File: src/hw/rtl/tpfn_pkg.sv
// shared constants, widths and beat types for the two-point frame normalizer
// no dependencies; every block file refers to this package by scoped names

package tpfn_pkg;

	// field widths
	localparam int COORD_WIDTH   = 32;
	localparam int OUT_FRAC_BITS = 24;
	localparam int OUT_WIDTH     = 32;
	localparam int TAG_WIDTH     = 16;
	localparam int COORD_FRAC    = COORD_WIDTH - 4;

	// datapath widths
	localparam int DIFF_W = COORD_WIDTH + 1;
	localparam int PROD_W = 2 * DIFF_W;
	localparam int SUM_W  = PROD_W + 1;
	localparam int D_W    = PROD_W;
	localparam int MAG_W  = PROD_W;

	// divider geometry: quotient of mag * 2^EXTRA / d, QW bits before overflow
	localparam int EXTRA   = OUT_FRAC_BITS + 1;
	localparam int QW      = OUT_WIDTH + 1;
	localparam int QW_INC  = QW + 1;
	localparam int NUM_W   = MAG_W + EXTRA;
	localparam int TOP_W   = NUM_W - QW;
	localparam int CMP_W   = (TOP_W > D_W) ? TOP_W : D_W;

	// output clip limits on the rounded magnitude
	localparam logic [QW-1:0] OUT_PMAX = QW'((64'd1 << (OUT_WIDTH - 1)) - 64'd1);
	localparam logic [QW-1:0] OUT_NMAX = QW'(64'd1 << (OUT_WIDTH - 1));

	// squared length at or below this marks a degenerate frame
	localparam logic [127:0] DEGEN_SCALE = 128'd1 << (2 * COORD_FRAC);
	localparam logic [D_W-1:0] DEGEN_LIMIT =
		D_W'(DEGEN_SCALE / 128'd1000000000000000000);

	// register port geometry
	localparam int APB_DW    = (COORD_WIDTH > 32) ? 64 : 32;
	localparam int REG_SHIFT = (COORD_WIDTH > 32) ? 3 : 2;
	localparam int REG_IDX_W = 2;
	localparam int ADDR_W    = REG_SHIFT + REG_IDX_W;

	localparam logic [COORD_WIDTH-1:0] END_X_RESET = COORD_WIDTH'(64'd1 << COORD_FRAC);

	typedef enum logic [REG_IDX_W-1:0] {
		REG_ORIGIN_X = 2'd0,
		REG_ORIGIN_Y = 2'd1,
		REG_END_X    = 2'd2,
		REG_END_Y    = 2'd3
	} reg_idx_t;

	typedef struct packed {
		logic signed [COORD_WIDTH-1:0] origin_x;
		logic signed [COORD_WIDTH-1:0] origin_y;
		logic signed [COORD_WIDTH-1:0] end_x;
		logic signed [COORD_WIDTH-1:0] end_y;
	} cfg_t;

	typedef struct packed {
		logic signed [COORD_WIDTH-1:0] point_x;
		logic signed [COORD_WIDTH-1:0] point_y;
		logic [TAG_WIDTH-1:0]          point_tag;
	} point_t;

	typedef struct packed {
		logic signed [OUT_WIDTH-1:0] norm_x;
		logic signed [OUT_WIDTH-1:0] norm_y;
		logic [TAG_WIDTH-1:0]        result_tag;
		logic                        degenerate;
		logic                        saturated;
	} result_t;

	// one coordinate in flight through the divider
	typedef struct packed {
		logic           neg;
		logic           ovf;
		logic [D_W-1:0] rem;
		logic [QW-1:0]  low;
	} lane_t;

	typedef struct packed {
		lane_t                x;
		lane_t                y;
		logic [D_W-1:0]       d;
		logic                 degen;
		logic [TAG_WIDTH-1:0] tag;
	} quo_item_t;

endpackage

File: src/hw/rtl/tpfn_cfg.sv
// register file for origin and end point, written over the register port
// depends on tpfn_pkg

module tpfn_cfg (
	input  logic                          clk,
	input  logic                          arst_n,
	input  logic                          psel,
	input  logic                          penable,
	input  logic                          pwrite,
	input  logic [tpfn_pkg::ADDR_W-1:0]   paddr,
	input  logic [tpfn_pkg::APB_DW-1:0]   pwdata,
	output logic [tpfn_pkg::APB_DW-1:0]   prdata,
	output logic                          pready,
	output tpfn_pkg::cfg_t                cfg
);

	tpfn_pkg::cfg_t                  cfg_q;
	tpfn_pkg::reg_idx_t              idx;
	logic                            wr_en;
	logic [tpfn_pkg::COORD_WIDTH-1:0] wdata;

	assign idx    = tpfn_pkg::reg_idx_t'(paddr[tpfn_pkg::ADDR_W-1:tpfn_pkg::REG_SHIFT]);
	assign wr_en  = psel && penable && pwrite;
	assign wdata  = pwdata[tpfn_pkg::COORD_WIDTH-1:0];
	assign pready = 1'b1;
	assign cfg    = cfg_q;

	// register write on the access cycle
	always_ff @(posedge clk or negedge arst_n) begin
		if (!arst_n) begin
			cfg_q.origin_x <= '0;
			cfg_q.origin_y <= '0;
			cfg_q.end_x    <= tpfn_pkg::END_X_RESET;
			cfg_q.end_y    <= '0;
		end else if (wr_en) begin
			case (idx)
				tpfn_pkg::REG_ORIGIN_X: cfg_q.origin_x <= wdata;
				tpfn_pkg::REG_ORIGIN_Y: cfg_q.origin_y <= wdata;
				tpfn_pkg::REG_END_X:    cfg_q.end_x    <= wdata;
				tpfn_pkg::REG_END_Y:    cfg_q.end_y    <= wdata;
				default: ;
			endcase
		end
	end

	// read back
	always_comb begin
		case (idx)
			tpfn_pkg::REG_ORIGIN_X: prdata = tpfn_pkg::APB_DW'($unsigned(cfg_q.origin_x));
			tpfn_pkg::REG_ORIGIN_Y: prdata = tpfn_pkg::APB_DW'($unsigned(cfg_q.origin_y));
			tpfn_pkg::REG_END_X:    prdata = tpfn_pkg::APB_DW'($unsigned(cfg_q.end_x));
			tpfn_pkg::REG_END_Y:    prdata = tpfn_pkg::APB_DW'($unsigned(cfg_q.end_y));
			default:                prdata = '0;
		endcase
	end

endmodule

File: config.mk
export PLATFORM = sky130hd
export DESIGN_NAME = tpfn_cfg
export DESIGN_NICKNAME = d
export VERILOG_FILES = /design/src/hw/rtl/tpfn_pkg.sv /design/src/hw/rtl/tpfn_cfg.sv
export SDC_FILE = /design/constraint.sdc
export NUM_CORES = 1
export LEC_CHECK = 0
export ABC_AREA = 0
export BUFFER_PORTS_ARGS = -buffer_cell sky130_fd_sc_hd__buf_2
export CELL_PAD_IN_SITES_DETAIL_PLACEMENT = 2
export CELL_PAD_IN_SITES_GLOBAL_PLACEMENT = 2
export CORE_MARGIN = 4
export CORE_UTILIZATION = 34
export CTS_CLUSTER_SIZE = 24
export DETAILED_ROUTE_END_ITERATION = 8
export GPL_TIMING_DRIVEN = 0
export PLACE_DENSITY = 0.86
export SYNTH_ARGS = -nofsm -noshare
export SYNTH_HDL_FRONTEND = slang
export SYNTH_SLANG_ARGS = --single-unit
File: constraint.sdc
create_clock -name clk -period 1.9 [get_ports clk]
set_input_delay 0.285 -clock clk [delete_from_list [all_inputs] [get_ports clk]]
set_output_delay 0.285 -clock clk [all_outputs]
set_load 0.005 [all_outputs]
==> results of run 1 <==
## metal layers
metal / GRT usage, % / wire, um
met1: 23.1 / 6900
met2: 34.1 / 9380
met3: 5.44 / 1100
met4: 6.04 / 240
met5: 0 / 21
## critical path, cell delays in order
cell and delay, ns:
sky130_fd_sc_hd__buf_4 0.15, sky130_fd_sc_hd__clkbuf_1 0.53, sky130_fd_sc_hd__mux4_2 0.42, sky130_fd_sc_hd__buf_2 0.15
## cell type report
type | count | share of cell area, %
sequential | 128 | 42.3
timing repair buffer | 198 | 13.5
tap | 216 | 3.57
multi-input combinational | 167 | 30.6
clock inverter | 9 | 1.39
inverter | 1 | 0.0496
clock buffer | 23 | 6.58
buffer | 23 | 1.93
## where the power goes
part           leakage (nW)  switching (mW)  internal, mW
Combinational          1.88           0.881          1.39
Sequential             1.57           0.533          3.37
Clock                 0.287            1.21          2.10
Total                  3.74            2.62          6.87
## placed cells by master (no fill, tap or decap), types with 3 or more instances in the layout
cell type / n
sky130_fd_sc_hd__clkbuf_16: 17
sky130_fd_sc_hd__buf_2: 205
sky130_fd_sc_hd__mux2_4: 30
sky130_fd_sc_hd__dfrtp_1: 127
sky130_fd_sc_hd__mux2_1: 8
sky130_fd_sc_hd__buf_6: 4
sky130_fd_sc_hd__mux2_2: 90
sky130_fd_sc_hd__clkbuf_4: 3
sky130_fd_sc_hd__clkinvlp_4: 4
sky130_fd_sc_hd__mux4_2: 32
sky130_fd_sc_hd__clkinv_2: 3
sky130_fd_sc_hd__clkbuf_8: 5
sky130_fd_sc_hd__clkbuf_1: 3
sky130_fd_sc_hd__buf_4: 3
## cell usage after synthesis (3+ instances only)
| library cell | n | area (um2) |
|---|---|---|
| sky130_fd_sc_hd__buf_2 | 13 | 65.1 |
| sky130_fd_sc_hd__buf_4 | 3 | 22.5 |
| sky130_fd_sc_hd__buf_6 | 3 | 33.8 |
| sky130_fd_sc_hd__clkbuf_1 | 4 | 15.0 |
| sky130_fd_sc_hd__dfrtp_1 | 127 | 3180 |
| sky130_fd_sc_hd__mux2_1 | 8 | 90.1 |
| sky130_fd_sc_hd__mux2_2 | 90 | 1010 |
| sky130_fd_sc_hd__mux2_4 | 30 | 450 |
| sky130_fd_sc_hd__mux4_2 | 32 | 721 |
## through the flow
step | utilization, % | instances | setup TNS, ns
after floorplan | - | 319 | 0
after global placement | 42.9 | 731 | -135.53
after detailed placement | 43.1 | 732 | -0.236
after CTS | 46.9 | 765 | 0
after global routing | 47.0 | 765 | 0
final | 47.0 | 765 | 0
## kinds of logic (layout without fill, tap and decap cells)
logic type,after synthesis,after routing,synth area share (%)
other cells,1,1,0.0662
buf+inv,24,254,2.48
flops,128,128,56.6
mux,160,160,40.2
simple gates,6,6,0.663
## path summary, 6_finish.rpt
check | startpoint | end | slack, ns | depth (start not counted)
worst min register to register | cfg[123] | cfg[123] | 0.52 | 1
min in group asynchronous | arst_n | cfg[112] | 0.34 | 2
max in group asynchronous | arst_n | cfg[60] | 0.73 | 3
worst max register to register | cfg[14] | cfg[14] | 1.08 | 1
worst max-delay path | paddr[3] | prdata[14] | 0.08 | 4
worst min-delay path | pwdata[9] | cfg[9] | 0.13 | 2
## repair_timing
action                                  in CTS  in global routing
endpoints found under the setup margin      19                 23
hold endpoints to repair                    40                  0
hold buffers                                 1                  0
gates cloned                                 0                  0
resized for setup                            2                  3
==> summary.md, run 1 <==
| Metric | Value |
|---|---|
| Status | `completed` |
| Quantity of I/O buffers inserted on ports | `196` |
| Vertical die dimension | `137 um` |
| Number of maximum-capacitance constraint violations | `0` |
| Flip-flop and latch area | `3200 um2` |
| Number of top-level design ports | `202` |
| DPL Wire Length | `12800 um` |
| Static leakage | `3.74 nW` |
| Residual antenna-violating net count after detailed routing | `0` |
| Global route total overflow | `0` |
| Transition time at the pin with the least slew margin | `0.657 ns` |
| Vias per cell | `4.95` |
| Number of antenna cells inserted | `0` |
| DRC violation total after the first TritonRoute iteration | `96` |
| Sequential element share of the synthesized area | `56.6%` |
| RSZ-0062 raised after global routing | `no` |
| Root buffer cell | `sky130_fd_sc_hd__clkbuf_16` |
| Flip-flop count of the largest register after layout | `128` |
| Global-route wire length before repair | `27000 um` |
| Total Die Area | `18800 um2` |
| Number of optimization iterations in the first detailed-route pass | `4` |
| Critical path data required time | `1.62 ns` |
| Number of distinct library cells after synthesis | `18` |
| Power density relative to cell area | `1250 nW/um2` |
| Via count of the first global-routing pass | `4412` |
| Final Hold Vio Count | `0` |
| Area taken by multi-input logic gates | `2320 um2` |
| Number of clock buffers inserted by TritonCTS | `17` |
| Routed WL per cell | `23.1 um` |
| Total number of vias | `3790` |
| Total of fill cells in the finished design | `1573` |
| TritonCTS clock tree | `done` |
| Final-layout worst hold slack | `0.125 ns` |
| Initial antenna violation count | `2` |
| Number of pins exceeding their max-slew limit in the final report | `0` |
| Category of the worst setup path capture point | `output pin` |
| Worst slew margin | `56.2%` |
| Min cycle time layout | `1.82 ns` |
| Post-synthesis average cell area | `17.7 um2` |
| Routed Wire Length | `17600 um` |
| Final critical-path share of the clock period | `95.9%` |
| Crit path kind | `in -> out` |
| Count of state elements after synthesis | `128` |
| Async set or reset register ratio after synthesis | `100%` |
| # setup viols final | `0` |
| Gp weighted congestion | `0.729` |
| Power consumption | `9.49 mW` |
| Highest ir drop seen on vdd | `602 uV` |
| Number of sinks driven by the clock tree | `128` |
| Worst Skew | `0 ns` |
| Top flip-flop cell by instance count after synthesis | `sky130_fd_sc_hd__dfrtp_1` |
| Synthesized netlist cell count | `319` |
| Warnings, synthesis | `0` |
| Worst slack, placed | `-0.0364 ns` |
| Placeable core region | `16100 um2` |
| Dpl cell area | `6950 um2` |
| Number of enable-type register cells in the synthesized netlist | `0` |
| Insertion delay of the later-clocked pin in the worst-skew pair | `0.41 ns` |
| Growth of design area from synthesis to finish | `33.7%` |
| Worst Setup Start Kind | `input port` |
| Endpoint arrival time on the critical path | `1.54 ns` |
| Site Rows | `46` |
| Ratio of cells with drive above 1 in the final layout | `73.6%` |
| Total number of nets in the final design | `577` |
| Post-route standard cell area excluding fillers | `7570 um2` |
| Synthesized area | `5660 um2` |
| Maximum number of pins on one net before global-route repair | `89` |
| H-tree depth | `4` |
| Maximum fanout along the worst path | `10` |
| Count of buffers added by post-CTS timing repair for setup | `0` |
| Starting utilization of the core area | `35.1%` |
| Min-Delay Path Class | `in -> reg` |
| Die Span X | `137 um` |
| Global routing usage summed across all routing layers | `19.4%` |
| Clock transition at path regs | `0.06 ns` |
| Peak clock frequency supported by timing | `549 MHz` |
| Post-route DRC violation count | `0` |
| Maximum clock path buffer count | `2` |
| Setup WS post-layout | `0.0785 ns` |
| Net Count, Synth | `360` |
No activity file was read; power rests on OpenSTA's default activity.
==> inputs of run 2 (changes only) <==
- CORE_UTILIZATION: 34 -> 31
- PLACE_DENSITY: 0.86 -> 0.83
- clock period: 1.9 -> 1.5 ns (I/O delays scaled with it)
==> summary.md, run 2 (synthesized netlist as in run 1, its figures left out) <==
| Metric | Value |
|---|---|
| Logic depth of the worst setup path including buffers | `2 (-2)` |
| Quantity of I/O buffers inserted on ports | `196 (unchanged)` |
| Via count of the first global-routing pass | `4875 (+10%)` |
| Number of clock buffers inserted by TritonCTS | `17 (unchanged)` |
| Transition time at the pin with the least slew margin | `0.537 ns (-0.120 ns)` |
| Power density relative to cell area | `1570 nW/um2 (+25%)` |
| Min cycle time layout | `1.67 ns` |
| Peak clock frequency supported by timing | `600 MHz` |
| Vias per cell | `4.74 (-4.3%)` |
| Total number of nets in the final design | `687 (+19%)` |
| Violations in the final reports | `setup timing` |
| Final critical-path share of the clock period | `111%` |
| Category of the worst setup path capture point | `output pin` |
| Instance count along the most critical hold path | `2 (unchanged)` |
| H-tree depth | `4 (unchanged)` |
| Hold Crit Endpoint | `cfg[3]` |
| Status | `finished, violations left` |
| Area taken by multi-input logic gates | `2320 um2 (unchanged)` |
| Number of sinks driven by the clock tree | `128 (unchanged)` |
| Family with the most delay on the worst path | `multiplexers` |
| Source of the worst register-to-register timing path | `cfg[2]` |
| Root buffer cell | `sky130_fd_sc_hd__clkbuf_16` |
| Maximum number of pins on one net before global-route repair | `97 (+9.0%)` |
| Gp weighted congestion | `0.728 (-0.16%)` |
| Growth of design area from synthesis to finish | `49.4%` |
| Hold Startpoint | `pwdata[3]` |
| Endpoint arrival time on the critical path | `1.44 ns (-0.10 ns)` |
| Worst slew margin | `64.2% (+8.0 points)` |
| Post-route DRC violation count | `0 (unchanged)` |
| Initial antenna violation count | `0 (-2)` |
| Maximum clock path buffer count | `2 (unchanged)` |
| Setup WS post-layout | `-0.168 ns (-0.246 ns)` |
| Final Hold Vio Count | `0 (unchanged)` |
| Insertion delay of the later-clocked pin in the worst-skew pair | `0.41 ns (about the same)` |
| Worst stage delay on the critical path | `0.48 ns (-0.05 ns)` |
| Worst Skew | `0 ns (unchanged)` |
| Number of optimization iterations in the first detailed-route pass | `4 (unchanged)` |
| TritonCTS clock tree | `done` |
| Maximum fanout along the worst path | `2 (-8)` |
| Crit path buffers/inverters | `1 (-2)` |
| Worst Setup Start Kind | `flip-flop` |
| Site Rows | `49 (+6.5%)` |
| Worst path cell trace | `mux4_2 > buf_2` |
| Post-layout util | `47.1% (+0.13 points)` |
| Ratio of cells with drive above 1 in the final layout | `78.0% (+4.4 points)` |
| Number of top-level design ports | `202 (unchanged)` |
| Global routing usage summed across all routing layers | `19.3% (-0.13 points)` |
| Total of fill cells in the finished design | `1750 (+11%)` |
| Static leakage | `4.31 nW (+15%)` |
| Vertical die dimension | `143 um (+4.4%)` |
| Flip-flop count of the largest register after layout | `128 (unchanged)` |
| # setup viols final | `32 (+32)` |
| R2r setup slk | `0.42 ns (-0.66 ns)` |
| Starting utilization of the core area | `31.5% (-3.6 points)` |
| Flip-flop and latch area | `3200 um2 (unchanged)` |
| Residual antenna-violating net count after detailed routing | `0 (unchanged)` |
| Crit path kind | `reg -> out` |
| Total number of vias | `4212 (+11%)` |
| Critical path's slowest cell | `sky130_fd_sc_hd__mux4_2` |
| Global-route wire length before repair | `29600 um (+9.6%)` |
| Total Die Area | `20500 um2 (+9.1%)` |
| Critical path data required time | `1.27 ns (-0.35 ns)` |
| Routed WL per cell | `22.2 um (-3.7%)` |
| Clock transition at path regs | `0.06 ns (about the same)` |
| Cells on worst reg2reg path | `3 (+2)` |
| Global route total overflow | `0 (unchanged)` |
| Min-Delay Path Class | `in -> reg` |
| Placeable core region | `18000 um2 (+11%)` |
| Worst R2R End | `cfg[2]` |
| Worst slack, placed | `-0.358 ns (-0.322 ns)` |
| RSZ-0062 raised after global routing | `yes` |
| DPL Wire Length | `12800 um (-0.18%)` |
| Die Span X | `143 um (+4.4%)` |
| Routed Wire Length | `19700 um (+12%)` |
| DRC violation total after the first TritonRoute iteration | `141 (+47%)` |
| Number of pins exceeding their max-slew limit in the final report | `0 (unchanged)` |
| Number of maximum-capacitance constraint violations | `0 (unchanged)` |
| Leading cell type in the layout, fill and taps excluded | `sky130_fd_sc_hd__buf_2` |
| Highest ir drop seen on vdd | `726 uV (+21%)` |
| Number of antenna cells inserted | `0 (unchanged)` |
| Most frequent cells in the layout | `sky130_fd_sc_hd__buf_2 (200), sky130_fd_sc_hd__dfrtp_1 (127), sky130_fd_sc_hd__buf_4 (113), sky130_fd_sc_hd__mux2_2 (90), sky130_fd_sc_hd__mux4_2 (32)` |
-- run 2: cell count changes in the layout (fill, tap and decap cells not counted), sizes merged --
cell / change
buf: +113
bufinv: +1
clkinvlp: -2
clkinv: +2
clkbuf: -4
-- run 2: area by class of cell --
class | count | area share (%)
Tap cell | 229 | 3.39
Clock inverter | 10 | 1.58
Inverter | 1 | 0.0444
Clock buffer | 22 | 5.61
Multi-Input combinational cell | 167 | 27.4
Timing Repair Buffer | 308 | 22.2
Buffer | 23 | 1.88
Sequential cell | 128 | 37.9
-- run 2: worst max-delay path by stage --
stage / startpoint / endpoint / slack (ns)
final: cfg[121] / prdata[25] / -0.17
after floorplan: paddr[3] / cfg[65] / 0.07
after global placement: arst_n / cfg[37] / -1.40
after CTS: cfg[16] / prdata[16] / -0.20
after global routing: cfg[121] / prdata[25] / -0.22
after detailed placement: paddr[3] / cfg[57] / -0.36
-- run 2: through the flow --
step | std cells | setup TNS [ns] | cell area [um2] | hold slack, ns | power, mW
finish | 888 | -4.15 | 8460 | 0.0881 | 13.3
global route | 888 | -5.92 | 8460 | 0.0788 | 14.0
CTS | 867 | -4.87 | 8270 | 0.0648 | 13.1
detailed placement | 745 | -38.09 | 6960 | 0.138 | 7.94
global placement | 744 | -209.69 | 6930 | 0.476 | 7.68
floorplan | 319 | 0 | 5660 | -0.0706 | 6.22
-- run 2: repair_timing --
action	CTS	global route
endpoints found under the hold margin	32	0
resized for setup	8	6
hold buffers	1	0
endpoints found under the setup margin	32	32
buffers inserted	89	21
-- run 2: report_power, final --
group / switching, mW / total [mW] / leakage (nW) / internal (mW)
Combinational: 1.55 / 4.18 / 2.44 / 2.63
Clock: 1.53 / 4.26 / 0.296 / 2.74
Sequential: 0.554 / 4.82 / 1.57 / 4.27
Total: 3.63 / 13.3 / 4.31 / 9.64
-- run 2: metal layers --
layer | vias to the layer above | part of all wire (%) | GRT usage (%)
met4 | 0 | 1.5 | 5.65
met1 | 2224 | 40 | 23.2
met3 | 20 | 5.3 | 4.49
met5 | - | 0 | 0
met2 | 124 | 54 | 34.5
li1 | 1844 | - | -
==> inputs of run 3 (changes only) <==
- RECOVER_POWER: default -> 100
==> summary.md, run 3 (synthesized netlist as in run 1, its figures left out) <==
| Metric | Value |
|---|---|
| Number of antenna cells inserted | `0 (unchanged)` |
| Starting utilization of the core area | `31.5% (unchanged)` |
| Flip-flop count of the largest register after layout | `128 (unchanged)` |
| Crit path kind | `reg -> out` |
| Status | `finished, violations left` |
| Number of top-level design ports | `202 (unchanged)` |
| Worst Setup Start Kind | `flip-flop` |
| Vias per cell | `4.77 (+0.55%)` |
| Insertion delay of the later-clocked pin in the worst-skew pair | `0.41 ns (about the same)` |
| Power consumption | `13.0 mW (-1.9%)` |
| Global routing usage summed across all routing layers | `19.3% (unchanged)` |
| Maximum clock path buffer count | `2 (unchanged)` |
| Start point of the critical path | `cfg[121]` |
| Setup WS post-layout | `-0.164 ns (+0.00357 ns)` |
| Power density relative to cell area | `1570 nW/um2 (+0.38%)` |
| H-tree depth | `4 (unchanged)` |
| Transition time at the pin with the least slew margin | `0.919 ns (+0.381 ns)` |
| Min cycle time layout | `1.66 ns (-0.00357 ns)` |
| Peak clock frequency supported by timing | `601 MHz (+0.21%)` |
| Routed Wire Length | `19700 um (-0.16%)` |
| Growth of design area from synthesis to finish | `46.1%` |
| Ratio of cells with drive above 1 in the final layout | `67.1% (-11 points)` |
| Via count of the first global-routing pass | `4875 (unchanged)` |
| Highest ir drop seen on vdd | `733 uV (+1.0%)` |
| Die Span X | `143 um (unchanged)` |
| Endpoint arrival time on the critical path | `1.44 ns (about the same)` |
| Most frequent cells in the layout | `sky130_fd_sc_hd__buf_2 (158), sky130_fd_sc_hd__dfrtp_1 (127), sky130_fd_sc_hd__mux2_2 (90), sky130_fd_sc_hd__clkbuf_1 (73), sky130_fd_sc_hd__buf_4 (53)` |
| Vertical die dimension | `143 um (unchanged)` |
| Post-route standard cell area excluding fillers | `8270 um2 (-2.2%)` |
| DPL Wire Length | `12800 um (unchanged)` |
| Quantity of I/O buffers inserted on ports | `196 (unchanged)` |
| Site Rows | `49 (unchanged)` |
| Worst path cell trace | `mux4_2 > buf_2` |
| Clock transition at path regs | `0.06 ns (about the same)` |
| Total number of vias | `4235 (+0.55%)` |
| Global route total overflow | `0 (unchanged)` |
| Maximum number of pins on one net before global-route repair | `97 (unchanged)` |
| Final Hold Vio Count | `0 (unchanged)` |
| Post-layout util | `46.0% (-1.1 points)` |
| Hold Startpoint | `pwdata[24]` |
| Min-Delay Path Class | `in -> reg` |
| Worst stage delay on the critical path | `0.48 ns (about the same)` |
| Violations in the final reports | `setup timing` |
| Final critical-path share of the clock period | `111% (-0.24 points)` |
| Routed WL per cell | `22.2 um (-0.16%)` |
| Leading cell type in the layout, fill and taps excluded | `sky130_fd_sc_hd__buf_2` |
| Root buffer cell | `sky130_fd_sc_hd__clkbuf_16` |
| Category of the worst setup path capture point | `output pin` |
| Source of the worst register-to-register timing path | `cfg[2]` |
| Setup TNS | `-4.16 ns (-0.00935 ns)` |
| Worst Skew | `0 ns (unchanged)` |
| Gp weighted congestion | `0.728 (unchanged)` |
| Residual antenna-violating net count after detailed routing | `0 (unchanged)` |
| Static leakage | `4.04 nW (-6.1%)` |
| Placeable core region | `18000 um2 (unchanged)` |
| Number of maximum-capacitance constraint violations | `0 (unchanged)` |
| Dpl cell area | `6960 um2 (unchanged)` |
| Number of optimization iterations in the first detailed-route pass | `4 (unchanged)` |
| Number of pins exceeding their max-slew limit in the final report | `0 (unchanged)` |
| Maximum fanout along the worst path | `2 (unchanged)` |
| Number of clock buffers inserted by TritonCTS | `17 (unchanged)` |
| Number of sinks driven by the clock tree | `128 (unchanged)` |
| Critical path's slowest cell | `sky130_fd_sc_hd__mux4_2` |
| Total Die Area | `20500 um2 (unchanged)` |
| Worst slew margin | `38.8% (-25 points)` |
| Global-route wire length before repair | `29600 um (unchanged)` |
| Post-route DRC violation count | `0 (unchanged)` |
| # setup viols final | `32 (unchanged)` |
| Total number of nets in the final design | `687 (unchanged)` |
| TritonCTS clock tree | `done` |
| Initial antenna violation count | `0 (unchanged)` |
| DRC violation total after the first TritonRoute iteration | `128 (-9.2%)` |
| Critical path data required time | `1.27 ns (about the same)` |
| Final-layout worst hold slack | `0.0805 ns (-0.00763 ns)` |
| RSZ-0062 raised after global routing | `yes` |
run 3: worst paths after layout:
path                               to  slack [ns]  cells after the start
max in group asynchronous     cfg[63]        0.03                      3
min in group asynchronous     cfg[76]        0.49                      2
setup reg to reg               cfg[2]        0.42                      3
hold reg to reg               cfg[55]        0.54                      1
hold / removal                cfg[88]        0.08                      2
setup / recovery           prdata[25]       -0.16                      2
run 3: power breakdown:
group / internal (mW) / switching [mW]
combinational: 2.39 / 1.55
clock: 2.74 / 1.52
sequential: 4.27 / 0.551
run 3: per-stage QoR:
step,setup WS [ns],instances
CTS,-0.198,867
global placement,-1.40,744
detailed placement,-0.358,745
floorplan,0.0652,319
global route,-0.217,888
finish,-0.164,888
run 3: area by class of cell:
class                   count  area (um2)
inverters                   1        3.75
flip-flops and latches    128        3200
clock buffers              22         474
plain buffers              23         139
multi-input cells         167        2310
well taps                 229         287
clock inverters            10         134
repair buffers            308        1720
fillers                  1804        9690
run 3: worst max-delay path, delay by kind of cell, from the launching register on:
kind | cells | cell delay [ns]
flops | 1 | 0.40
mux | 1 | 0.48
buf+inv | 1 | 0.15
run 3: per-layer routing:
metal	vias to the layer above	track usage (%)	routed length, um
li1	1849	-	-
met4	0	5.65	296
met1	2233	23.2	7710
met2	134	34.5	10600
met5	-	0	0
met3	19	4.49	1100
run 3: what timing repair did:
action / in CTS / in global routing
setup buffers: 89 / 21
endpoints found under the hold margin: 32 / 0
gates resized for setup: 8 / 6
endpoints found under the setup margin: 32 / 32
hold buffers: 1 / 0
