`config.mk`:
```
export PLATFORM = sky130hd
export DESIGN_NAME = tpfn_round
export DESIGN_NICKNAME = d
export VERILOG_FILES = /design/src/hw/rtl/tpfn_pkg.sv /design/src/hw/rtl/tpfn_round.sv
export SDC_FILE = /design/constraint.sdc
export NUM_CORES = 1
export LEC_CHECK = 0
export ABC_AREA = 1
export BUFFER_PORTS_ARGS = -buffer_cell sky130_fd_sc_hd__buf_4
export CORE_AREA = 2 2 146 148
export DETAILED_ROUTE_END_ITERATION = 8
export DIE_AREA = 0 0 148 150
export PLACE_DENSITY = 0.78
export SLEW_MARGIN = 10
export SYNTH_ARGS = -nofsm -noshare
export SYNTH_HDL_FRONTEND = slang
export SYNTH_SLANG_ARGS = --single-unit
```
`constraint.sdc`:
```
create_clock -name clk -period 10.93 [get_ports clk]
set_clock_uncertainty 0.15 [all_clocks]
set_input_delay 0 -clock clk [delete_from_list [all_inputs] [get_ports clk]]
set_output_delay 0 -clock clk [all_outputs]
set_load 0.03 [all_outputs]
```
`src/hw/rtl/tpfn_pkg.sv`:
```
// shared constants, widths and beat types for the two-point frame normalizer
// no dependencies; every block file refers to this package by scoped names

package tpfn_pkg;

	// field widths
	localparam int COORD_WIDTH   = 32;
	localparam int OUT_FRAC_BITS = 24;
	localparam int OUT_WIDTH     = 32;
	localparam int TAG_WIDTH     = 16;
	localparam int COORD_FRAC    = COORD_WIDTH - 4;

	// datapath widths
	localparam int DIFF_W = COORD_WIDTH + 1;
	localparam int PROD_W = 2 * DIFF_W;
	localparam int SUM_W  = PROD_W + 1;
	localparam int D_W    = PROD_W;
	localparam int MAG_W  = PROD_W;

	// divider geometry: quotient of mag * 2^EXTRA / d, QW bits before overflow
	localparam int EXTRA   = OUT_FRAC_BITS + 1;
	localparam int QW      = OUT_WIDTH + 1;
	localparam int QW_INC  = QW + 1;
	localparam int NUM_W   = MAG_W + EXTRA;
	localparam int TOP_W   = NUM_W - QW;
	localparam int CMP_W   = (TOP_W > D_W) ? TOP_W : D_W;

	// output clip limits on the rounded magnitude
	localparam logic [QW-1:0] OUT_PMAX = QW'((64'd1 << (OUT_WIDTH - 1)) - 64'd1);
	localparam logic [QW-1:0] OUT_NMAX = QW'(64'd1 << (OUT_WIDTH - 1));

	// squared length at or below this marks a degenerate frame
	localparam logic [127:0] DEGEN_SCALE = 128'd1 << (2 * COORD_FRAC);
	localparam logic [D_W-1:0] DEGEN_LIMIT =
		D_W'(DEGEN_SCALE / 128'd1000000000000000000);

	// register port geometry
	localparam int APB_DW    = (COORD_WIDTH > 32) ? 64 : 32;
	localparam int REG_SHIFT = (COORD_WIDTH > 32) ? 3 : 2;
	localparam int REG_IDX_W = 2;
	localparam int ADDR_W    = REG_SHIFT + REG_IDX_W;

	localparam logic [COORD_WIDTH-1:0] END_X_RESET = COORD_WIDTH'(64'd1 << COORD_FRAC);

	typedef enum logic [REG_IDX_W-1:0] {
		REG_ORIGIN_X = 2'd0,
		REG_ORIGIN_Y = 2'd1,
		REG_END_X    = 2'd2,
		REG_END_Y    = 2'd3
	} reg_idx_t;

	typedef struct packed {
		logic signed [COORD_WIDTH-1:0] origin_x;
		logic signed [COORD_WIDTH-1:0] origin_y;
		logic signed [COORD_WIDTH-1:0] end_x;
		logic signed [COORD_WIDTH-1:0] end_y;
	} cfg_t;

	typedef struct packed {
		logic signed [COORD_WIDTH-1:0] point_x;
		logic signed [COORD_WIDTH-1:0] point_y;
		logic [TAG_WIDTH-1:0]          point_tag;
	} point_t;

	typedef struct packed {
		logic signed [OUT_WIDTH-1:0] norm_x;
		logic signed [OUT_WIDTH-1:0] norm_y;
		logic [TAG_WIDTH-1:0]        result_tag;
		logic                        degenerate;
		logic                        saturated;
	} result_t;

	// one coordinate in flight through the divider
	typedef struct packed {
		logic           neg;
		logic           ovf;
		logic [D_W-1:0] rem;
		logic [QW-1:0]  low;
	} lane_t;

	typedef struct packed {
		lane_t                x;
		lane_t                y;
		logic [D_W-1:0]       d;
		logic                 degen;
		logic [TAG_WIDTH-1:0] tag;
	} quo_item_t;

endpackage

```
`src/hw/rtl/tpfn_round.sv`:
```
// rounding, sign restore and clipping into the output register
// depends on tpfn_pkg

module tpfn_round (
	input  logic                clk,
	input  logic                arst_n,
	input  logic                in_valid,
	output logic                in_stall,
	input  tpfn_pkg::quo_item_t item,
	output logic                out_valid,
	input  logic                out_stall,
	output tpfn_pkg::result_t   result
);

	// returns {clipped, value}; quotient carries one extra bit for rounding
	function automatic logic [tpfn_pkg::OUT_WIDTH:0] finish(input tpfn_pkg::lane_t l);
		logic [tpfn_pkg::QW_INC-1:0] inc;
		logic [tpfn_pkg::QW-1:0]     mag;
		logic                        sat;
		logic [tpfn_pkg::QW-1:0]     val;
		inc = {1'b0, l.low} + tpfn_pkg::QW_INC'(1);
		mag = inc[tpfn_pkg::QW_INC-1:1];
		sat = 1'b0;
		if (!l.neg) begin
			if (l.ovf || (mag > tpfn_pkg::OUT_PMAX)) begin
				sat = 1'b1;
				mag = tpfn_pkg::OUT_PMAX;
			end
			val = mag;
		end else begin
			if (l.ovf || (mag > tpfn_pkg::OUT_NMAX)) begin
				sat = 1'b1;
				mag = tpfn_pkg::OUT_NMAX;
			end
			val = -mag;
		end
		return {sat, val[tpfn_pkg::OUT_WIDTH-1:0]};
	endfunction

	logic                          v_s1;
	logic                          adv;
	logic [tpfn_pkg::OUT_WIDTH:0]  fx, fy;
	tpfn_pkg::result_t             res_s1;

	assign adv       = !(v_s1 && out_stall);
	assign in_stall  = !adv;
	assign out_valid = v_s1;
	assign result    = res_s1;

	assign fx = finish(item.x);
	assign fy = finish(item.y);

	// output valid
	always_ff @(posedge clk or negedge arst_n) begin
		if (!arst_n) begin
			v_s1 <= 1'b0;
		end else if (adv) begin
			v_s1 <= in_valid;
		end
	end

	// output beat; a degenerate frame gives zeros and no clip flag
	always_ff @(posedge clk) begin
		if (adv && in_valid) begin
			res_s1.result_tag <= item.tag;
			res_s1.degenerate <= item.degen;
			if (item.degen) begin
				res_s1.norm_x    <= '0;
				res_s1.norm_y    <= '0;
				res_s1.saturated <= 1'b0;
			end else begin
				res_s1.norm_x    <= fx[tpfn_pkg::OUT_WIDTH-1:0];
				res_s1.norm_y    <= fy[tpfn_pkg::OUT_WIDTH-1:0];
				res_s1.saturated <= fx[tpfn_pkg::OUT_WIDTH] | fy[tpfn_pkg::OUT_WIDTH];
			end
		end
	end

endmodule

```
==> results of run 1 <==
[critical path: stages]
cell and delay [ns]:
sky130_fd_sc_hd__buf_4 0.09, sky130_fd_sc_hd__ha_1 0.21, sky130_fd_sc_hd__nand2_1 0.10, sky130_fd_sc_hd__nor2_4 0.14, sky130_fd_sc_hd__nand2_2 0.11, sky130_fd_sc_hd__nor2_4 0.18
sky130_fd_sc_hd__nand2_1 0.10, sky130_fd_sc_hd__nor2_1 0.09, sky130_fd_sc_hd__nand2_1 0.05, sky130_fd_sc_hd__a21oi_1 0.41, sky130_fd_sc_hd__o21bai_4 0.21, sky130_fd_sc_hd__buf_4 0.49
sky130_fd_sc_hd__nand2_1 0.14, sky130_fd_sc_hd__ha_1 0.36, sky130_fd_sc_hd__nand2_1 0.20, sky130_fd_sc_hd__nor2_1 0.11, sky130_fd_sc_hd__nand3_1 0.08, sky130_fd_sc_hd__nand3_1 0.08
sky130_fd_sc_hd__o211ai_1 0.16, sky130_fd_sc_hd__inv_1 0.09
[layout make-up]
cell class	instances	share of cell area, %
clock buffers	10	2.32
clock inverters	6	0.570
inverters	150	5.70
multi-input cells	959	47.1
flip-flops and latches	83	25.2
well taps	275	3.48
repair buffers	198	15.6
[sequential cells by signal (all words and copies together) (netlist names)]
signal     cells
out_valid      1
result        82
[cells by family after synthesis]
group,Yosys count,synth area share (%)
xor gates and xnor gates,20,2.31
buffers and inverters,185,9.68
DFF,83,31.5
AOI/OAI and AO/OA,205,15.5
and+or+nand+nor,730,40.4
adders and majority gates,4,0.633
[layer usage]
metal  share of wire, %  global-route usage [%]  up-vias
met4                1.7                    7.00        0
met2                 46                    34.1      298
met5                  0                       0        -
met1                 46                    29.3     3938
met3                6.6                    3.99       31
li1                   -                       -     4418
[Yosys cell counts (all sizes together), types with 5 or more instances]
cell type | count | area [um2]
nor2 | 164 | 723
clkbuf | 17 | 63.8
xnor2 | 8 | 77.6
nand2 | 405 | 1550
nand4 | 19 | 119
buf | 18 | 138
edfxtp | 82 | 2460
o21bai | 10 | 86.3
o41ai | 16 | 140
o221ai | 5 | 43.8
o21ai | 96 | 480
nand3b | 19 | 146
inv | 150 | 563
a21oi | 51 | 255
nand3 | 105 | 546
xor2 | 12 | 105
nor3 | 8 | 45.0
o211ai | 7 | 52.6
o31ai | 17 | 143
[power groups by stage]
stage / logic [W] / clock network, W / registers [W]
after CTS: 0.000305 / 0.000304 / 0.000385
after floorplan: 0.000153 / 0 / 0.000432
final: 0.000307 / 0.000295 / 0.000384
after detailed placement: 0.000297 / 0 / 0.000391
after global placement: 0.000293 / 0 / 0.000391
after global routing: 0.000337 / 0.000315 / 0.000386
[path summary, 6_finish.rpt]
kind	start	end	slack, ns	depth (start not counted)
max in group asynchronous	arst_n	out_valid	10.16	3
min in group asynchronous	arst_n	out_valid	0.37	3
hold / removal	item[115]	result[42]	0.07	4
setup reg to reg	out_valid	result[27]	8.94	4
setup / recovery	item[184]	result[58]	7.43	20
hold reg to reg	out_valid	out_valid	0.93	3
[through the flow]
step	total power, W	instance area, um2	hold WS [ns]	setup WS (ns)	instances
2_1_floorplan	0.000584	7900	-0.446	6.05	1227
3_3_place_gp	0.000683	9370	-0.374	7.18	1643
3_5_place_dp	0.000688	9370	-0.371	7.17	1643
4_1_cts	0.000993	9880	0.0403	7.52	1681
5_1_grt	0.00104	9880	0.0739	7.12	1681
6_report	0.000986	9880	0.0683	7.43	1681
==> summary.txt, run 1 <==
Synthesis
  – Sequential area share after synthesis: 31.5%
  – Async set-reset flop share out of synthesis: ~1.2%
  – Synthesized area divided by synthesized cell count: about 6.4 um2
  – EDFF count, synth: 82
  – Ys Warns: 0
  – Post-Syn Area: approximately 8000 um2
  – Cells after Synth: around 1,200
  – Distinct cells, synth: 46
  – Total nets after synthesis: roughly 1,500
  – Post-synth top flop: sky130_fd_sc_hd__edfxtp_1
  – Number of storage elements in the synthesis netlist: between 80 and 90

Power and ir drop
  – Sequential Power Share: just under 40%
  – Power per Cell Area: about 100 nW/um2
  – Clock share of power: 29.9%
  – Static Leakage: roughly 4.6 nW
  – Power Internal: between 0.0006 and 0.0007 W
  – Peak supply drop: ~0.051 mV
  – Logic gate share of total power: a little under a third
  – Share of total power consumed by net switching: between 30% and 40%
  – Net switching power: about 0.00033 W

Drt
  – Routed len/inst: 14.4 um
  – Number of detailed-routing iterations run before antenna repair: 6
  – Count of unresolved DRC violations after routing: 0
  – Post-detailed-route count of antenna-violating nets: 0
  – Post-detailed-routing wire length: ~24 mm
  – Violation count after the first detailed-route iteration: 843
  – Vias: 8,685
  – Drt via density: about 5.2

Floorplanning
  – Site Rows: 53
  – Core Area: 20,700 um2
  – Starting density of the core: a little under two fifths
  – Die Span X: 148 um
  – Height of the die: about 150 um
  – Die area: approximately 22,000 um2
  – Number of ports placed on the die boundary: 373

Setup path
  – Crit path arrival time: 3.43 ns
  – Data required time at the worst endpoint: around 11 ns
  – Critical path type: in2reg
  – Crit path capture type: register
  – Critical path startpoint category: primary input
  – Highest net fanout along the worst path: 60

Timing
  – Number of pins with negative max-slew slack in the final report: 0
  – Final hold viol count: 0
  – Time the final worst path needs with I/O delays and setup: roughly 3.5 ns
  – Final setup fails: 0
  – Share of the clock period used by the worst path after layout: between 30 and 40%
  – Tightest slew margin relative to the limit: 31.1%
  – Unrepaired setup endpoints after global routing: no
  – Total negative slack for setup checks: 0 ns
  – Highest clock rate: approximately 0.29 GHz
  – Actual transition at the worst max-transition pin: just over 1 ns

Placement
  – Final weighted congestion in routability-driven placement: roughly 0.9
  – Number of buffer cells added on primary ports: 174
  – DP HPWL: ~18 mm

Clocking
  – Hold buffer count at cts: 22
  – Post-CTS Resized: 0
  – Maximum buffer depth of the clock tree: 2
  – CTS clk-pin slew, worst paths: 0.06 ns
  – CTS Buf Count: 9
  – Total number of clock tree sinks: between 80 and 90
  – Depth of the CTS H-tree: 3
  – Root Buffer: sky130_fd_sc_hd__clkbuf_16
  – CTS tree: built
  – Clock network latency to the later pin of the worst-skew pair: roughly 0.34 ns
  – Number of buffers added for setup after CTS: 0

Finish
  – Leading cell type in the layout, fill and taps excluded: sky130_fd_sc_hd__nand2_1
  – Diode insertion count for antenna repair: 0
  – Area taken by multi-input logic gates: between 4000 and 5000 um2
  – Number of fill cells: about 2,100
  – Post-layout net count: roughly 1,700
  – Final cell utilization of the core: a little under half
  – Highest-count cells in the layout ignoring fill and taps: sky130_fd_sc_hd__nand2_1, sky130_fd_sc_hd__buf_4, sky130_fd_sc_hd__inv_1
  – Area Growth Syn to Fin: 25.0%
  – Register area: approximately 2500 um2
  – Proportion of layout cells with a drive suffix above 1: 16.9%

Hold path
  – Worst min-delay path class: in2reg

Global routing
  – Largest net degree at the start of global routing: 83
  – Number of antenna violations at the first check in global routing: 0
  – GRT Overall Usage: a little over a fifth
  – Via count of the first global-routing pass: 7,772
  – Total overflow reported by the global router: 0
  – First-pass GRT wire length: roughly 38 mm

Run status
  – Outcome: finished, final reports clean

Flow run
  – Max-capacitance violation count: 0
(Power assumes the default switching activity.)
==> run 2, diff against run 1 <==
--- a/config.mk
+++ b/config.mk
@@ -10,7 +10,7 @@
 export CORE_AREA = 2 2 146 148
 export DETAILED_ROUTE_END_ITERATION = 8
 export DIE_AREA = 0 0 148 150
-export PLACE_DENSITY = 0.78
+export PLACE_DENSITY = 0.81
 export SLEW_MARGIN = 10
 export SYNTH_ARGS = -nofsm -noshare
 export SYNTH_HDL_FRONTEND = slang
==> constraint.sdc (replaced) <==
create_clock -name clk -period 3.2 [get_ports clk]
set_clock_uncertainty 0.15 [all_clocks]
set_input_delay 0 -clock clk [delete_from_list [all_inputs] [get_ports clk]]
set_output_delay 0 -clock clk [all_outputs]
set_load 0.03 [all_outputs]
==> summary.txt, run 2 (same netlist as run 1, synthesis figures left out) <==
Drt
  – Post-detailed-route count of antenna-violating nets: 0
  – Drt via density: slightly above 5
  – Count of unresolved DRC violations after routing: 0
  – Post-detailed-routing wire length: roughly 25 mm
  – Routed len/inst: roughly 14 um
  – Number of detailed-routing iterations run before antenna repair: 6
  – Violation count after the first detailed-route iteration: 678
  – Vias: ~9,000

Finish
  – Diode insertion count for antenna repair: 0
  – Post-layout net count: roughly 1,800
  – Area Growth Syn to Fin: 31.0%
  – Leading cell type in the layout, fill and taps excluded: sky130_fd_sc_hd__nand2_1
  – Highest-count cells in the layout ignoring fill and taps: sky130_fd_sc_hd__nand2_1, sky130_fd_sc_hd__buf_4, sky130_fd_sc_hd__inv_1
  – Proportion of layout cells with a drive suffix above 1: 20.4%
  – Register area: around 2500 um2
  – Number of fill cells: 2,108
  – Area taken by multi-input logic gates: 4660 um2
  – Flip-flop count of the largest register after layout: ~80

Timing
  – Actual transition at the worst max-transition pin: around 0.69 ns
  – Number of pins with negative max-slew slack in the final report: 0
  – Tightest slew margin relative to the limit: between 50% and 60%
  – Share of the clock period used by the worst path after layout: about nine tenths
  – Total negative slack for setup checks: 0 ns
  – Final setup fails: 0
  – Final hold viol count: 0
  – Highest clock rate: between 0.3 and 0.4 GHz
  – Unrepaired setup endpoints after global routing: no
  – Time the final worst path needs with I/O delays and setup: 2.87 ns

Global routing
  – First-pass GRT wire length: 39.6 mm
  – Total overflow reported by the global router: 0
  – Largest net degree at the start of global routing: 83
  – GRT Overall Usage: a little over a fifth
  – Number of antenna violations at the first check in global routing: 0
  – Via count of the first global-routing pass: between 8,000 and 9,000

Setup path
  – Highest net fanout along the worst path: 10
  – Register-to-register setup slack: 1.63 ns
  – Crit path arrival time: roughly 2.9 ns
  – Crit path top cell by count: sky130_fd_sc_hd__nand2_1
  – Worst-path cell with the longest stage delay: sky130_fd_sc_hd__ha_1
  – Critical path startpoint category: primary input
  – Cell Chain, Critical Path: buf_4 -> ha_1 -> nand2_1 -> nor2_2 -> nand2_2 -> nor2_4 -> nand2_1 -> nand2_1 -> nand2_1 -> nor2_1 -> nand2_1 -> nor3_2 -> nand2_2 -> nand2_4 -> nand2_1 -> ha_1 -> buf_4 -> nand3_2 -> inv_1 -> a21oi_1 -> o21ai_1 -> a21oi_1
  – Data required time at the worst endpoint: between 3 and 4 ns
  – Largest stage delay on the critical path: 0.25 ns
  – Crit path capture type: register
  – Critical path type: in2reg

Run status
  – Outcome: finished, final reports clean

Placement
  – DP HPWL: ~19 mm
  – Final weighted congestion in routability-driven placement: slightly above 0.9
  – Number of buffer cells added on primary ports: 174

Floorplanning
  – Number of ports placed on the die boundary: approximately 370
  – Core Area: roughly 21,000 um2
  – Die Span X: approximately 150 um
  – Starting density of the core: between 30% and 40%
  – Site Rows: between 50 and 60
  – Die area: 22,200 um2
  – Height of the die: 150 um

Flow run
  – Max-capacitance violation count: 0

Power and ir drop
  – PnR Total Power: approximately 0.0034 W
  – Static Leakage: between 4 and 5 nW
  – Power per Cell Area: between 300 and 400 nW/um2
  – Peak supply drop: 0.179 mV

Hold path
  – Worst min-delay path class: in2reg

Clocking
  – CTS tree: built
  – Number of buffers added for setup after CTS: 0
  – Total number of clock tree sinks: between 80 and 90
  – CTS clk-pin slew, worst paths: 0.06 ns
  – Depth of the CTS H-tree: 3
  – Maximum buffer depth of the clock tree: 2
  – Root Buffer: sky130_fd_sc_hd__clkbuf_16
  – Clock network latency to the later pin of the worst-skew pair: 0.34 ns
  – CTS Buf Count: 9
  – Post-CTS Resized: 0
[run 2: final cells by class]
cell class / instances / area share [%]
Timing Repair Buffer: 260 / 19.5
Sequential cell: 83 / 24.0
Inverter: 150 / 5.44
Clock inverter: 6 / 0.556
Clock buffer: 9 / 2.18
Multi-Input combinational cell: 959 / 45.0
Tap cell: 275 / 3.32
[run 2: report_power, final]
group	switching (W)	total (W)	internal (W)
Combinational	0.000710	0.00113	0.000419
Clock	0.000397	0.000989	0.000592
Sequential	0.0000246	0.00131	0.00129
Total	0.00113	0.00343	0.00230
[run 2: worst paths after layout]
kind | startpoint | cells past startpoint | to
max | item[83] | 22 | result[28]
min | item[183] | 3 | result[22]
max reg2reg | out_valid | 4 | result[73]
min reg2reg | out_valid | 4 | result[37]
max in group asynchronous | arst_n | 3 | out_valid
min in group asynchronous | arst_n | 3 | out_valid
[run 2: worst max-delay path, delay by kind of cell]
kind	cells	cell delay (ns)
simple gates	14	1.69
compound gates	3	0.44
fa+ha+maj	2	0.40
buf+inv	3	0.33
[run 2: through the flow]
stage / util (%) / cells / setup slack (ns) / area, um2 / hold WS, ns
2_1_floorplan: - / 1227 / 0.112 / 7910 / -0.446
3_3_place_gp: 47.7 / 1707 / 0.0534 / 9870 / -0.371
3_5_place_dp: 47.7 / 1707 / 0.0346 / 9870 / -0.372
4_1_cts: 50.0 / 1742 / 0.378 / 10300 / 0.0219
5_1_grt: 50.0 / 1742 / 0.00841 / 10300 / 0.0422
6_report: 50.0 / 1742 / 0.326 / 10300 / 0.0423
[run 2: routing by layer]
layer | vias to the layer above | wire length (um) | track usage (%)
met5 | - | 0 | 0
met4 | 0 | 371 | 5.86
met3 | 31 | 1880 | 3.05
met2 | 353 | 11400 | 36.0
met1 | 4082 | 11000 | 30.5
li1 | 4535 | - | -
[run 2: repair_timing]
action | CTS | global route
setup endpoints to repair | 0 | 0
endpoints found under the hold margin | 18 | 0
hold buffers | 20 | 0
==> run 3, diff against run 2 <==
--- a/config.mk
+++ b/config.mk
@@ -6,11 +6,11 @@
 export NUM_CORES = 1
 export LEC_CHECK = 0
 export ABC_AREA = 1
-export BUFFER_PORTS_ARGS = -buffer_cell sky130_fd_sc_hd__buf_4
 export CORE_AREA = 2 2 146 148
 export DETAILED_ROUTE_END_ITERATION = 8
 export DIE_AREA = 0 0 148 150
-export PLACE_DENSITY = 0.81
+export DONT_BUFFER_PORTS = 1
+export PLACE_DENSITY = 0.64
 export SLEW_MARGIN = 10
 export SYNTH_ARGS = -nofsm -noshare
 export SYNTH_HDL_FRONTEND = slang
==> summary.txt, run 3 (same netlist as run 1, synthesis figures left out) <==
Placement
  – Worst slack at placement: -0.00413 ns
  – Final weighted congestion in routability-driven placement: approximately 0.90
  – DP HPWL: roughly 19 mm
  – Number of buffer cells added on primary ports: 0
  – Cell total after placement: between 1,500 and 2,000
  – Placement Cell Area: roughly 8500 um2

Global routing
  – Largest net degree at the start of global routing: 83
  – Total overflow reported by the global router: 0
  – Via count of the first global-routing pass: about 7,700
  – Number of antenna violations at the first check in global routing: 1
  – First-pass GRT wire length: about 39 mm
  – GRT Overall Usage: 21.7%

Drt
  – Routed len/inst: around 15 um
  – Drt via density: around 5.2
  – Violation count after the first detailed-route iteration: 574
  – Vias: ~8,300
  – Post-detailed-route count of antenna-violating nets: 0
  – Post-detailed-routing wire length: roughly 24 mm
  – Number of detailed-routing iterations run before antenna repair: 6
  – Count of unresolved DRC violations after routing: 0

Setup path
  – Critical path startpoint category: primary input
  – Data required time at the worst endpoint: between 3 and 4 ns
  – Register-to-register setup slack: around 1.3 ns
  – Critical path type: in2reg
  – Beginning of the worst register-to-register path: out_valid
  – Highest net fanout along the worst path: 14
  – Crit path capture type: register
  – Worst R2R End: result[75]
  – R2R cell count: 4
  – Crit path arrival time: 2.90 ns

Power and ir drop
  – Peak supply drop: between 0.2 and 0.3 mV
  – Net switching power: roughly 0.0011 W
  – Share of total power consumed by net switching: around a third
  – Logic gate share of total power: between 20% and 30%
  – Power per Cell Area: roughly 360 nW/um2
  – Power Internal: roughly 0.0022 W
  – Sequential Power Share: 44.1%
  – Static Leakage: about 4.1 nW
  – Clock share of power: around a third

Finish
  – Area taken by multi-input logic gates: ~4700 um2
  – Post-layout net count: 1,585
  – Highest-count cells in the layout ignoring fill and taps: sky130_fd_sc_hd__nand2_1, sky130_fd_sc_hd__inv_1, sky130_fd_sc_hd__nor2_1
  – Final cell utilization of the core: between 40% and 50%
  – Flip-flop count of the largest register after layout: 82
  – Number of fill cells: between 2,000 and 2,500
  – Final design area excluding fillers: ~9200 um2
  – Non-Filler Instances: ~1,600
  – Diode insertion count for antenna repair: 0
  – Register area: 2490 um2
  – Area Growth Syn to Fin: 16.1%
  – Leading cell type in the layout, fill and taps excluded: sky130_fd_sc_hd__nand2_1
  – Proportion of layout cells with a drive suffix above 1: 9.64%

Floorplanning
  – Number of ports placed on the die boundary: ~370
  – Die area: between 20,000 and 25,000 um2
  – Starting density of the core: 38.2%
  – Height of the die: 150 um
  – Site Rows: 53
  – Die Span X: 148 um
  – Core Area: around 21,000 um2

Hold path
  – Hold Startpoint: item[187]
  – Min-Delay Endpoint: result[52]
  – Min-Delay Path Depth: 4
  – Worst min-delay path class: in2reg

Clocking
  – CTS Buf Count: 9
  – Root Buffer: sky130_fd_sc_hd__clkbuf_16
  – Maximum buffer depth of the clock tree: 2
  – CTS tree: built
  – Total number of clock tree sinks: 83
  – Clock network latency to the later pin of the worst-skew pair: 0.34 ns
  – CTS clk-pin slew, worst paths: 0.07 ns
  – Depth of the CTS H-tree: 3

Timing
  – Final setup fails: 0
  – Setup slack of the critical path after layout: about 0.25 ns
  – Final hold viol count: 0
  – Time the final worst path needs with I/O delays and setup: a little under 3 ns
  – Number of pins with negative max-slew slack in the final report: 0
  – Actual transition at the worst max-transition pin: around 1.0 ns
  – Total negative slack for setup checks: 0 ns
  – Tightest slew margin relative to the limit: between 30% and 40%
  – Share of the clock period used by the worst path after layout: between 90% and 100%
  – Highest clock rate: 0.339 GHz

Run status
  – Outcome: finished, final reports clean

Flow run
  – Max-capacitance violation count: 0
run 3: cell types whose count changed in the layout (fill, tap and decap cells not counted), moves of 2 or more:
cell and delta:
sky130_fd_sc_hd__buf_4 -183, sky130_fd_sc_hd__clkinv_1 -2, sky130_fd_sc_hd__dlygate4sd3_1 +9, sky130_fd_sc_hd__inv_6 +2
sky130_fd_sc_hd__buf_12 +3, sky130_fd_sc_hd__inv_8 +2
run 3: worst max-delay path, cell delays in order:
cell,delay (ns)
sky130_fd_sc_hd__ha_1,0.17
sky130_fd_sc_hd__nand2_1,0.12
sky130_fd_sc_hd__nor2_4,0.16
sky130_fd_sc_hd__nand2_2,0.11
sky130_fd_sc_hd__inv_1,0.11
sky130_fd_sc_hd__nand3_1,0.07
sky130_fd_sc_hd__nand2_1,0.11
sky130_fd_sc_hd__nand2_1,0.13
sky130_fd_sc_hd__nor2_1,0.12
sky130_fd_sc_hd__nand2_1,0.08
sky130_fd_sc_hd__nor3_2,0.18
sky130_fd_sc_hd__nand2_2,0.11
sky130_fd_sc_hd__nand2_8,0.13
sky130_fd_sc_hd__buf_4,0.17
sky130_fd_sc_hd__nand2_1,0.12
sky130_fd_sc_hd__nand3_2,0.15
sky130_fd_sc_hd__nor2_4,0.05
sky130_fd_sc_hd__nand2_1,0.06
sky130_fd_sc_hd__nand2_1,0.04
sky130_fd_sc_hd__nand3_1,0.06
sky130_fd_sc_hd__a21oi_1,0.07
sky130_fd_sc_hd__dlygate4sd3_1,0.55
run 3: layout make-up:
| class | instances | share of cell area, % |
|---|---|---|
| clock buffers | 9 | 2.46 |
| clock inverters | 7 | 0.900 |
| inverters | 150 | 6.14 |
| multi-input cells | 959 | 51.0 |
| flip-flops and latches | 83 | 27.1 |
| well taps | 275 | 3.75 |
| repair buffers | 89 | 8.62 |
run 3: worst max-delay path by stage:
stage,startpoint,end,depth (start not counted)
global placement,item[184],result[80],19
global route,item[83],result[43],22
floorplan,item[83],result[26],21
detailed placement,item[184],result[80],19
finish,item[83],result[43],22
CTS,item[83],result[43],22
run 3: power by group through the flow:
stage          sequential (W)  combinational (W)  clock, W
6_report              0.00146           0.000777   0.00108
5_1_grt               0.00147           0.000874   0.00115
4_1_cts               0.00147           0.000763   0.00111
3_5_place_dp          0.00149           0.000705         0
3_3_place_gp          0.00149           0.000696         0
2_1_floorplan         0.00147           0.000523         0
run 3: layer usage:
metal,GRT usage (%),vias to the layer above,wire length [um]
li1,-,4207,-
met1,28.7,3721,10600
met2,34.9,299,11200
met3,6.68,23,2160
met4,5.00,0,276
met5,0,-,0
run 3: per-stage QoR:
stage | hold slack [ns] | total power, W
after detailed placement | -0.446 | 0.00219
final | 0.0296 | 0.00332
after CTS | 0.0189 | 0.00334
after global routing | 0.0555 | 0.00349
after floorplan | -0.446 | 0.00199
after global placement | -0.446 | 0.00218
run 3: what timing repair did:
action | in CTS | in global routing
hold buffers | 30 | 0
endpoints found under the setup margin | 0 | 2
setup buffers | 0 | 2
endpoints found under the hold margin | 76 | 0
resized for setup | 0 | 8
